## src/rtl/assert_macros.svh

```systemverilog
// Assertion macros shared by the RTL.
`ifndef ASSERT_MACROS_SVH
`define ASSERT_MACROS_SVH

// Property checked on every rising clk edge outside reset.
`define PLL_ASSERT(label, prop, msg) \
	label: assert property (@(posedge clk) disable iff (!arst_n) prop) \
		else $error(msg);

// Condition that must never hold.
`define PLL_ASSERT_NEVER(label, expr, msg) \
	`PLL_ASSERT(label, !(expr), msg)

`endif

```

## src/rtl/pll_pkg.sv

```systemverilog
// Shared constants, codes and transaction types of the linked list engine.
`timescale 1ns / 1ps
package pll_pkg;

	localparam int CAPACITY = 32;
	localparam int IDX_W    = $clog2(CAPACITY);
	localparam int CNT_W    = $clog2(CAPACITY + 1);
	localparam int VAL_W    = 32;
	localparam int POS_W    = 6;
	localparam int ACT_W    = 3;
	localparam int ST_W     = 2;
	localparam int ECNT_W   = 6;

	localparam logic [ACT_W-1:0] ACT_INS_HEAD = 3'd0;
	localparam logic [ACT_W-1:0] ACT_INS_TAIL = 3'd1;
	localparam logic [ACT_W-1:0] ACT_INS_POS  = 3'd2;
	localparam logic [ACT_W-1:0] ACT_DEL_HEAD = 3'd3;
	localparam logic [ACT_W-1:0] ACT_DEL_TAIL = 3'd4;
	localparam logic [ACT_W-1:0] ACT_DEL_POS  = 3'd5;
	localparam logic [ACT_W-1:0] ACT_UPDATE   = 3'd6;
	localparam logic [ACT_W-1:0] ACT_TRAVERSE = 3'd7;

	localparam logic [ST_W-1:0] ST_OK    = 2'd0;
	localparam logic [ST_W-1:0] ST_FULL  = 2'd1;
	localparam logic [ST_W-1:0] ST_EMPTY = 2'd2;
	localparam logic [ST_W-1:0] ST_BAD   = 2'd3;

	typedef struct packed {
		logic [ACT_W-1:0]        action;
		logic signed [VAL_W-1:0] item_value;
		logic [POS_W-1:0]        position;
	} req_t;

	typedef struct packed {
		logic signed [VAL_W-1:0] out_value;
		logic [ST_W-1:0]         status;
		logic [ECNT_W-1:0]       element_count;
		logic                    last;
	} rsp_t;

	typedef struct packed {
		logic valid;
		rsp_t item;
	} emit_t;

endpackage

```

## src/rtl/positional_linked_list_engine.sv

```systemverilog
// Top level of the positional linked list engine: sequencer and result register.
//
// Usage:
//   req channel (req_valid / req_stall / req) carries one action per transaction:
//   insert head, tail or position; delete head, tail or position; update; traverse.
//   rsp channel (rsp_valid / rsp_stall / rsp) returns one status transaction per
//   action, or one transaction per element for traverse with last on the final one.
//   One action is worked on at a time; req_stall is high until it has finished.
//   After acceptance the action is decoded: full, empty or a bad position is reported
//   without a walk, as are head inserts and deletes; other actions walk the links
//   from the head as far as their position needs before the list is changed or
//   the value updated. Traverse reads out one element per cycle while the output
//   slot is free. The engine is ready for the next action in the cycle after the
//   result is loaded.
//   After reset the link memory is chained into the free list with req_stall high;
//   the list then starts empty.
//   A result waiting in the output register does not block the next action; while
//   rsp_stall holds, the following result waits in the sequencer.
`timescale 1ns / 1ps
`include "assert_macros.svh"
module positional_linked_list_engine
	import pll_pkg::*;
(
	input  logic clk,
	input  logic arst_n,
	input  logic req_valid,
	output logic req_stall,
	input  req_t req,
	output logic rsp_valid,
	input  logic rsp_stall,
	output rsp_t rsp
);

	emit_t emit;
	logic  slot_free;
	logic  rsp_valid_q;
	rsp_t  rsp_q;

	pll_ctrl u_ctrl (
		.clk(clk),
		.arst_n(arst_n),
		.req_valid(req_valid),
		.req(req),
		.busy(req_stall),
		.emit(emit),
		.slot_free(slot_free)
	);

	assign slot_free = !rsp_valid_q || !rsp_stall;

	always_ff @(posedge clk or negedge arst_n) begin
		if (!arst_n) begin
			rsp_valid_q <= 1'b0;
		end else if (emit.valid && slot_free) begin
			rsp_valid_q <= 1'b1;
		end else if (!rsp_stall) begin
			rsp_valid_q <= 1'b0;
		end
	end

	always_ff @(posedge clk) begin
		if (emit.valid && slot_free) begin
			rsp_q <= emit.item;
		end
	end

	assign rsp_valid = rsp_valid_q;
	assign rsp       = rsp_q;

	`PLL_ASSERT(a_count_bound, rsp_valid |-> rsp.element_count <= ECNT_W'(CAPACITY), "bad count")
	`PLL_ASSERT(a_err_last, rsp_valid && rsp.status != ST_OK |-> rsp.last, "error not last")
	`PLL_ASSERT_NEVER(a_err_val, rsp_valid && rsp.status != ST_OK && rsp.out_value != '0, "err value")
	`PLL_ASSERT(a_emit_held, emit.valid && !slot_free |=> emit.valid, "pending result dropped")

endmodule

```

## src/rtl/pll_ram.sv

```systemverilog
// Generic single-write, single-read synchronous RAM with registered read data.
`timescale 1ns / 1ps
module pll_ram #(
	parameter int WIDTH = 32,
	parameter int DEPTH = 32
) (
	input  logic                     clk,
	input  logic                     we,
	input  logic [$clog2(DEPTH)-1:0] waddr,
	input  logic [WIDTH-1:0]         wdata,
	input  logic                     re,
	input  logic [$clog2(DEPTH)-1:0] raddr,
	output logic [WIDTH-1:0]         rdata
);

	logic [WIDTH-1:0] mem [DEPTH];

	always_ff @(posedge clk) begin
		if (we) begin
			mem[waddr] <= wdata;
		end
	end

	always_ff @(posedge clk) begin
		if (re) begin
			rdata <= mem[raddr];
		end
	end

endmodule

```

## src/rtl/pll_ctrl.sv

```systemverilog
// List sequencer: node value and link memories, free list, walks and updates.
`timescale 1ns / 1ps
module pll_ctrl
	import pll_pkg::*;
(
	input  logic  clk,
	input  logic  arst_n,
	input  logic  req_valid,
	input  req_t  req,
	output logic  busy,
	output emit_t emit,
	input  logic  slot_free
);

	localparam int CMP_W = ((CNT_W > POS_W) ? CNT_W : POS_W) + 1;

	typedef enum logic [3:0] {
		S_INIT, S_IDLE, S_DECODE, S_WALK, S_AT, S_INS_F2, S_INS_P, S_INS_L,
		S_DEL_H, S_DEL_V, S_DEL_N, S_DEL_F, S_TRAV_RD, S_TRAV_OUT, S_EMIT
	} state_t;

	state_t state_q;

	logic [IDX_W-1:0]        init_q, head_q, free_q, cur_q, nfree_q, victim_q;
	logic [CNT_W-1:0]        cnt_q, steps_q, n_q;
	logic [ACT_W-1:0]        act_q;
	logic signed [VAL_W-1:0] val_q;
	logic [POS_W-1:0]        pos_q;
	logic [ST_W-1:0]         st_q;
	logic                    p1_q;

	logic             lk_we, lk_re, vl_we, vl_re;
	logic [IDX_W-1:0] lk_waddr, lk_raddr, vl_waddr, vl_raddr, lk_wdata, lk_rdata;
	logic [VAL_W-1:0] vl_rdata;

	logic             is_ins, is_del, is_upd, is_trav;
	logic [CMP_W-1:0] cnt_x, pos_x, pe, k;
	logic [ST_W-1:0]  dec_st;
	logic             dec_p1, dec_walk;
	logic [CNT_W-1:0] dec_steps;

	pll_ram #(.WIDTH(IDX_W), .DEPTH(CAPACITY)) u_links (
		.clk(clk), .we(lk_we), .waddr(lk_waddr), .wdata(lk_wdata),
		.re(lk_re), .raddr(lk_raddr), .rdata(lk_rdata)
	);

	pll_ram #(.WIDTH(VAL_W), .DEPTH(CAPACITY)) u_values (
		.clk(clk), .we(vl_we), .waddr(vl_waddr), .wdata(val_q),
		.re(vl_re), .raddr(vl_raddr), .rdata(vl_rdata)
	);

	assign cnt_x = CMP_W'(cnt_q);
	assign pos_x = CMP_W'(pos_q);

	always_comb begin
		is_ins  = 1'b0;
		is_del  = 1'b0;
		is_upd  = 1'b0;
		is_trav = 1'b0;
		pe      = pos_x;
		case (act_q)
			ACT_INS_HEAD: begin is_ins = 1'b1; pe = CMP_W'(1); end
			ACT_INS_TAIL: begin is_ins = 1'b1; pe = cnt_x + CMP_W'(1); end
			ACT_INS_POS:  begin is_ins = 1'b1; end
			ACT_DEL_HEAD: begin is_del = 1'b1; pe = CMP_W'(1); end
			ACT_DEL_TAIL: begin is_del = 1'b1; pe = cnt_x; end
			ACT_DEL_POS:  begin is_del = 1'b1; end
			ACT_UPDATE:   begin is_upd = 1'b1; end
			default:      begin is_trav = 1'b1; end
		endcase
		dec_st = ST_OK;
		if (is_ins) begin
			if (cnt_q == CNT_W'(CAPACITY)) begin
				dec_st = ST_FULL;
			end else if (pe == '0 || pe > cnt_x + CMP_W'(1)) begin
				dec_st = ST_BAD;
			end
		end else if (cnt_q == '0) begin
			dec_st = ST_EMPTY;
		end else if (!is_trav && (pe == '0 || pe > cnt_x)) begin
			dec_st = ST_BAD;
		end
		k         = is_upd ? pe : pe - CMP_W'(1);
		dec_p1    = !is_upd && pe == CMP_W'(1);
		dec_steps = CNT_W'(k - CMP_W'(1));
		dec_walk  = dec_st == ST_OK && !is_trav && !dec_p1 && dec_steps != '0;
	end

	always_comb begin
		lk_we    = 1'b0;
		lk_waddr = cur_q;
		lk_wdata = free_q;
		lk_re    = 1'b0;
		lk_raddr = cur_q;
		vl_we    = 1'b0;
		vl_waddr = free_q;
		vl_re    = 1'b0;
		vl_raddr = cur_q;
		case (state_q)
			S_INIT: begin
				lk_we    = 1'b1;
				lk_waddr = init_q;
				lk_wdata = (init_q == IDX_W'(CAPACITY - 1)) ? '0 : init_q + IDX_W'(1);
			end
			S_DECODE: begin
				lk_re    = dec_walk;
				lk_raddr = head_q;
			end
			S_WALK: begin
				lk_re    = steps_q != CNT_W'(1);
				lk_raddr = lk_rdata;
			end
			S_AT: begin
				if (is_ins) begin
					lk_re    = 1'b1;
					lk_raddr = free_q;
				end else if (is_del) begin
					lk_re    = 1'b1;
					lk_raddr = p1_q ? head_q : cur_q;
				end else begin
					vl_we    = 1'b1;
					vl_waddr = cur_q;
				end
			end
			S_INS_F2: begin
				if (p1_q) begin
					lk_we    = 1'b1;
					lk_waddr = free_q;
					lk_wdata = head_q;
					vl_we    = 1'b1;
				end else begin
					lk_re = 1'b1;
				end
			end
			S_INS_P: begin
				lk_we    = 1'b1;
				lk_waddr = free_q;
				lk_wdata = lk_rdata;
				vl_we    = 1'b1;
			end
			S_INS_L: begin
				lk_we = 1'b1;
			end
			S_DEL_H: begin
				lk_we    = 1'b1;
				lk_waddr = head_q;
			end
			S_DEL_V: begin
				lk_re    = 1'b1;
				lk_raddr = lk_rdata;
			end
			S_DEL_N: begin
				lk_we    = 1'b1;
				lk_wdata = lk_rdata;
			end
			S_DEL_F: begin
				lk_we    = 1'b1;
				lk_waddr = victim_q;
			end
			S_TRAV_RD: begin
				lk_re = 1'b1;
				vl_re = 1'b1;
			end
			S_TRAV_OUT: begin
				lk_re    = slot_free && n_q != CNT_W'(1);
				vl_re    = lk_re;
				lk_raddr = lk_rdata;
				vl_raddr = lk_rdata;
			end
			default: begin
			end
		endcase
	end

	always_comb begin
		emit.valid              = 1'b0;
		emit.item.out_value     = '0;
		emit.item.status        = st_q;
		emit.item.element_count = ECNT_W'(cnt_q);
		emit.item.last          = 1'b1;
		case (state_q)
			S_EMIT: begin
				emit.valid = 1'b1;
			end
			S_TRAV_OUT: begin
				emit.valid          = 1'b1;
				emit.item.out_value = vl_rdata;
				emit.item.status    = ST_OK;
				emit.item.last      = n_q == CNT_W'(1);
			end
			default: begin
			end
		endcase
	end

	assign busy = state_q != S_IDLE;

	always_ff @(posedge clk or negedge arst_n) begin
		if (!arst_n) begin
			state_q <= S_INIT;
			init_q  <= '0;
			head_q  <= '0;
			free_q  <= '0;
			cnt_q   <= '0;
		end else begin
			case (state_q)
				S_INIT: begin
					init_q <= init_q + IDX_W'(1);
					if (init_q == IDX_W'(CAPACITY - 1)) begin
						state_q <= S_IDLE;
					end
				end
				S_IDLE: begin
					if (req_valid) begin
						act_q   <= req.action;
						val_q   <= req.item_value;
						pos_q   <= req.position;
						state_q <= S_DECODE;
					end
				end
				S_DECODE: begin
					st_q    <= dec_st;
					p1_q    <= dec_p1;
					cur_q   <= head_q;
					n_q     <= cnt_q;
					steps_q <= dec_steps;
					if (dec_st != ST_OK) begin
						state_q <= S_EMIT;
					end else if (is_trav) begin
						state_q <= S_TRAV_RD;
					end else if (dec_walk) begin
						state_q <= S_WALK;
					end else begin
						state_q <= S_AT;
					end
				end
				S_WALK: begin
					cur_q   <= lk_rdata;
					steps_q <= steps_q - CNT_W'(1);
					if (steps_q == CNT_W'(1)) begin
						state_q <= S_AT;
					end
				end
				S_AT: begin
					if (is_ins) begin
						state_q <= S_INS_F2;
					end else if (is_del) begin
						state_q <= p1_q ? S_DEL_H : S_DEL_V;
					end else begin
						state_q <= S_EMIT;
					end
				end
				S_INS_F2: begin
					nfree_q <= lk_rdata;
					if (p1_q) begin
						head_q  <= free_q;
						free_q  <= lk_rdata;
						cnt_q   <= cnt_q + CNT_W'(1);
						state_q <= S_EMIT;
					end else begin
						state_q <= S_INS_P;
					end
				end
				S_INS_P: begin
					state_q <= S_INS_L;
				end
				S_INS_L: begin
					free_q  <= nfree_q;
					cnt_q   <= cnt_q + CNT_W'(1);
					state_q <= S_EMIT;
				end
				S_DEL_H: begin
					head_q  <= lk_rdata;
					free_q  <= head_q;
					cnt_q   <= cnt_q - CNT_W'(1);
					state_q <= S_EMIT;
				end
				S_DEL_V: begin
					victim_q <= lk_rdata;
					state_q  <= S_DEL_N;
				end
				S_DEL_N: begin
					state_q <= S_DEL_F;
				end
				S_DEL_F: begin
					free_q  <= victim_q;
					cnt_q   <= cnt_q - CNT_W'(1);
					state_q <= S_EMIT;
				end
				S_TRAV_RD: begin
					state_q <= S_TRAV_OUT;
				end
				S_TRAV_OUT: begin
					if (slot_free) begin
						n_q <= n_q - CNT_W'(1);
						if (n_q == CNT_W'(1)) begin
							state_q <= S_IDLE;
						end
					end
				end
				S_EMIT: begin
					if (slot_free) begin
						state_q <= S_IDLE;
					end
				end
				default: begin
					state_q <= S_IDLE;
				end
			endcase
		end
	end

endmodule

```

## config.mk

```make
export PLATFORM = sky130hd
export DESIGN_NAME = positional_linked_list_engine
export DESIGN_NICKNAME = d
export VERILOG_FILES = /design/src/rtl/pll_pkg.sv /design/src/rtl/positional_linked_list_engine.sv /design/src/rtl/pll_ram.sv /design/src/rtl/pll_ctrl.sv
export VERILOG_INCLUDE_DIRS = /design/src /design/src/rtl
export SDC_FILE = /design/constraint.sdc
export NUM_CORES = 2
export LEC_CHECK = 0
export BUFFER_PORTS_ARGS = -buffer_cell sky130_fd_sc_hd__buf_4
export CORE_AREA = 2 2 352 354
export DETAILED_ROUTE_END_ITERATION = 6
export DIE_AREA = 0 0 354 356
export GPL_TIMING_DRIVEN = 0
export SLEW_MARGIN = 10
export SYNTH_ARGS = -nofsm -noshare
export SYNTH_HDL_FRONTEND = slang
export SYNTH_SLANG_ARGS = --single-unit
```

## constraint.sdc

```tcl
create_clock -name clk -period 5.4 [get_ports clk]
set_input_delay 1.35 -clock clk [delete_from_list [all_inputs] [get_ports clk]]
set_output_delay 1.35 -clock clk [all_outputs]
set_load 0.01 [all_outputs]
```

Word level (Yosys, flattened, before mapping)
Memories as Yosys holds them, arrays and structs flattened. A register that Yosys moved wholly into a read port is not among the register bits.
Index checks and enable logic that the tools add are counted.

cells by class
  add/subtract/negate cells = 8
  magnitude comparators = 2
  equal/unequal tests = 36
  multiplexer cells = 64
  reduce and logical (&&, ||, !) cells = 47

operators with widths
  cell                 number
  $mux 5               12
  $pmux 4 s13          1
  $mux 4               11
  $pmux 5 s3           2
  $sub 6x1->6 const B  5
  $eq 4x4->1 const B   7
  $pmux 5 s5           1
  $pmux 6 s2           2
  $pmux 7 s3           1
  $pmux 5 s2           2
  $pmux 5 s4           1
  $mux 6               3
  $pmux 6 s3           1
  $mux 1               17
  $eq 4x3->1 const B   4
  $reduce_and 2->1     7
  $eq 6x1->1 const B   2
  $ne 6x1->1 const B   2
  $reduce_or 3->1      4
  $mux 2               5
  $ne 2x1->1 const B   5
  $reduce_or 2->1      5
  $eq 3x3->1 const B   3
  $eq 4x2->1 const B   2
  other kinds (33)     52

word-level totals
  register bits = 138
  RAM bits = 1,184
  input bits = 45
  output and inout bits = 43
  word-level logic and storage cells = 179
  memories kept = 2

memory list
  memory               depth  width  rd ports  clocked after Yosys merged registers in  wr ports  line           source
  u_ctrl.u_values.mem  32     32     1         1                                        1         pll_ram.sv:16  logic [WIDTH-1:0] mem [DEPTH];
  u_ctrl.u_links.mem   32     5      1         1                                        1         pll_ram.sv:16

Longest topological paths before layout
  depth in word-level cells = 17
  gate-level depth with buffers = 17
  gate-level depth less buffers = 17

Cells and area by module
From an unflattened synthesis, not the netlist that was laid out.

unflattened totals
  cell total of the unflattened synthesis = 3,281
  area total of the unflattened synthesis = 54,913.9 um^2

by module, submodules not included
  module                         times used  cells an instance  area an instance (um^2)  seq. area each (um^2)
  pll_ram at u_ctrl.u_values     1           2,260              40,805.4                 31,710.4
  pll_ctrl                       1           699                6,434.9                  2,757.6
  pll_ram at u_ctrl.u_links      1           277                6,394.9                  4,954.8
  positional_linked_list_engine  1           45                 1,278.7                  1,256.2

Least setup slack after synthesis
No wires, ideal clock.

  path kind = input to register
  start point = in rsp_stall
  end point = reg u_ctrl.u_links.rdata[0], read port of u_ctrl.u_links.mem, enable pin
  setup time = 0.320 ns
  data arrival time = 4.132 ns
  data required time = 5.080 ns
  setup slack = 0.949 ns
  stages = 5
  buffers on the path = 0
  cells stage by stage = nand2_1 > a21oi_1 > nor3_1 > a211oi_1 > nand2_1

on the way
  cells in the longest elaborated chain, start to end = 4

RTL lines
  item               line                                 source
  start, declared    positional_linked_list_engine.sv:30  input logic rsp_stall,
  $logic_not 1->1    -
  $logic_or 1x1->1   positional_linked_list_engine.sv:49  assign slot_free = !rsp_valid_q || !rsp_stall;
  $logic_and 1x1->1  pll_ctrl.sv:165                      lk_re = slot_free && n_q != CNT_W'(1);
  $pmux 1 s6         pll_ctrl.sv:99                       case (state_q)
  via u_ctrl.lk_re   pll_ctrl.sv:32                       logic lk_we, lk_re, vl_we, vl_re;
  end, declared      pll_ram.sv:13                        output logic [WIDTH-1:0] rdata

The timed path passes the listed nets, and every way through them passes these cells.
A chain may end at the register's enable or synchronous reset.

Worst setup path in the final report
  start point = reg u_ctrl.state_q[2]
  end point = reg u_ctrl.u_values.rdata[29], read port of u_ctrl.u_values.mem (data pin)

on the way
  cells in the longest elaborated chain, start to end = 2
  elaborated cells on any way between the ends = 4
  those cells by class = eq/ne: 2; mux: 2

RTL lines
  item                                  line             source
  start, declared                       pll_ctrl.sv:22   state_t state_q;
  start signal, assigned                pll_ctrl.sv:248  state_q <= p1_q ? S_DEL_H : S_DEL_V;
  $eq 4x4->1                            pll_ctrl.sv:99
  $pmux 1 s2 or $mux 5 (tied branches)  pll_ctrl.sv:99
  end, declared                         pll_ram.sv:13

Several ways; a longest one is shown, not always the timed one.

==> results.sh <==
export IMPL_cts_buffers=143
export IMPL_io_pins=88
export IMPL_areaGrowthSynthToFinish_pct=15.4
export IMPL_ys_flop_type="edfxtp_1"
export IMPL_r2r_end="u_ctrl.u_values.rdata[29]"
export IMPL_rows=129
export IMPL_grt_total_usage=0.227
export IMPL_antenna_found_initial=1
export IMPL_drc=0
export IMPL_start_kind="register"
export IMPL_path_class="reg -> reg"
export IMPL_grt_max_degree=33
export IMPL_report_final_slew_viol_count=0
export IMPL_cts_tree="done"
export IMPL_period_minus_slack_ns=5.32
export IMPL_drtIter0Drc=3617
export IMPL_reg2reg_slack_ns=0.08
export IMPL_port_buffers=87
export IMPL_fmax_mhz=188
export IMPL_crit_end="u_ctrl.u_values.rdata[29]"
export IMPL_grt_pass1_vias=29800
export IMPL_synth_seq_area_share=0.743
export IMPL_syn_num_nets=3193
export IMPL_fin_crit_sh=0.985
export IMPL_die_w_um=354
export IMPL_clk_pin_slew_worst_paths_ns=0.07
export IMPL_wirelength_um=142000
export IMPL_ys_warn_count=0
export IMPL_clockBufferDepth=3
export IMPL_fp_dieArea_um2=126000
export IMPL_crit_path_end_kind="register"
export IMPL_vias=30200
export IMPL_ys_types=78
export IMPL_overflow=0
export IMPL_cts_sinks=1359
export IMPL_timing_hold_violations_final=0
export IMPL_diodes=0
export IMPL_fp_dieH_um=356
export IMPL_worstRegToRegCells=12
export IMPL_min_path_type="reg -> reg"
export IMPL_rsz0062_at_grt="false"
export IMPL_final_common_cell="edfxtp_1"
export IMPL_fillers=9952
export IMPL_gp_congestion=0.904
export IMPL_finClkSkew_ns=0.0682
export IMPL_worstSetupStartpoint="u_ctrl.state_q[2]"
export IMPL_cts_root_buf="clkbuf_16"
export IMPL_critical_path_max_fanout=10
export IMPL_ir_drop_mv=0.367
export IMPL_core_area_um2=123000
export IMPL_cts_hold_buf=0
export IMPL_synth_area_um2=54700
export IMPL_ys_ff_latch=1359
export IMPL_wl_per_cell_um=27.7
export IMPL_setup_viol=0
export IMPL_ys_async_sr_fraction=0.0191
export IMPL_worstPathRequired_ns=5.81
export IMPL_post_cts_buffers=0
export IMPL_p_leak_uw=0.0208
export IMPL_outcome="finished clean"
export IMPL_firstDrtPassIters=6
export IMPL_maxCapViolations=0
export IMPL_avgViaCountPerCell=5.87
export IMPL_dpl_hpwl_um=95600
export IMPL_multi_input_area_um2=13500
export IMPL_final_util=0.515
export IMPL_holdCritStartpoint="u_ctrl.cnt_q[5]"
export IMPL_synthCells=3119
export IMPL_finish_net_count=3466
export IMPL_detail_route_antenna_nets=0
export IMPL_initial_utilization=0.446
export IMPL_grt_pass1_wl_um=207000
export IMPL_final_cell_mix="edfxtp_1 (1,333), nand2_1 (411), mux4_2 (260)"
export IMPL_crit_arrival_ns=5.73
export IMPL_relSlewSlack=0.121
export IMPL_drive_above_1_share=0.207
export IMPL_synth_area_per_cell_um2=17.5
export IMPL_tightest_slew_ns=1.32
export IMPL_powerDensity_nw_per_um2=482
export IMPL_regArea_um2=40700
export IMPL_htree_levels=4
export IMPL_p_total_uw=30400
export IMPL_synth_edf_count=1333
export IMPL_crit_reg2reg_launch="u_ctrl.state_q[2]"
export IMPL_clock_latency_ns=0.79
[kinds of logic after synthesis]
logic type | count (synthesis) | synth area share
AOI/OAI and AO/OA | 263 | 0.0315
xor gates and xnor gates | 29 | 0.00464
adders and majority gates | 29 | 0.00677
buffers and inverters | 192 | 0.0149
DFF | 1359 | 0.743
muxes | 354 | 0.124
and+or+nand+nor | 893 | 0.0743
[cell usage after synthesis, drive strengths merged, types with 9 or more instances]
cell type	count	area [um2]
edfxtp	1333	40000
nand2	411	1540
mux4	260	5860
nand3	197	986
nor2	129	484
mux2i	89	891
clkbuf	86	325
o21ai	82	422
buf	78	385
a21oi	55	275
and3	38	238
a22oi	32	240
ha	28	350
inv	28	105
dfrtp	26	651
nor3	26	140
xnor2	17	149
nand2b	16	100
and2	12	75.1
nand4	12	75.1
nor2b	12	75.1
xor2	12	105
a22o	9	78.8
[flip-flops by register name (all words and copies together), names as in the netlist, 6 cells and up]
| signal | flops |
|---|---|
| u_ctrl.u_values.rdata | 32 |
| u_ctrl.cnt_q | 6 |
| u_ctrl.val_q | 32 |
| u_ctrl.n_q | 6 |
| rsp | 41 |
| u_ctrl.pos_q | 6 |
| u_ctrl.u_links.mem | 160 |
| u_ctrl.steps_q | 6 |
| u_ctrl.u_values.mem | 1024 |
[worst max-delay path, cell delays in order (launching register included)]
cell      delay (ns)
dfrtp_1         0.33
clkbuf_1        0.33
and2_1          0.22
clkbuf_1        0.57
nand2_1         0.50
mux2i_1         0.76
clkbuf_1        0.76
buf_2           0.49
mux4_2          0.37
nand2_1         0.08
nand3_1         0.13
nand3_1         0.15
o21ai_0         0.28
[area by class of cell]
type	count	area share
sequential	1359	0.644
multi-input combinational	1568	0.214
clock buffer	171	0.0587
tap	1637	0.0324
timing repair buffer	128	0.0228
clock inverter	85	0.0142
buffer	164	0.0113
inverter	28	0.00166
[worst min-delay path by stage]
stage	slack (ns)	cells after the start	endpoint
floorplan	0.42	0	rsp[6]
global placement	0.44	0	rsp[6]
detailed placement	0.43	0	rsp[6]
CTS	0.44	0	rsp[6]
global route	0.46	0	rsp[6]
finish	0.44	0	rsp[6]
[routing by layer]
layer / GRT usage / wire, um / vias to the layer above
met3: 0.0357 / 10300 / 192
met2: 0.368 / 69100 / 1333
met5: 0 / 0 / -
met4: 0.0575 / 3160 / 0
li1: - / - / 12900
met1: 0.322 / 59900 / 15700
[timing repair]
| action | 4_1_cts | 5_1_grt |
|---|---|---|
| endpoints found under the setup margin | 5 | 5 |
| gates cloned | 0 | 0 |
| gates resized for setup | 1 | 4 |
[power by group]
group | internal (uW) | switching [uW]
Clock | 5400 | 4190
Sequential | 12600 | 469
Combinational | 2680 | 5060
Total | 20700 | 9710
[metrics by stage]
step	cell area [um2]	setup WS (ns)	hold slack, ns	std cells	TNS [ns]
final	63100	0.0786	0.444	5140	0
after global routing	63100	0.0197	0.461	5140	0
after CTS	63100	0.158	0.444	5140	0
after detailed placement	58500	-0.0346	0.432	4884	-0.173
after global placement	57400	-1.73	0.435	4843	-1197.27
after floorplan	54700	0.949	0.423	3119	0
Power figures use the tool's default switching activity.
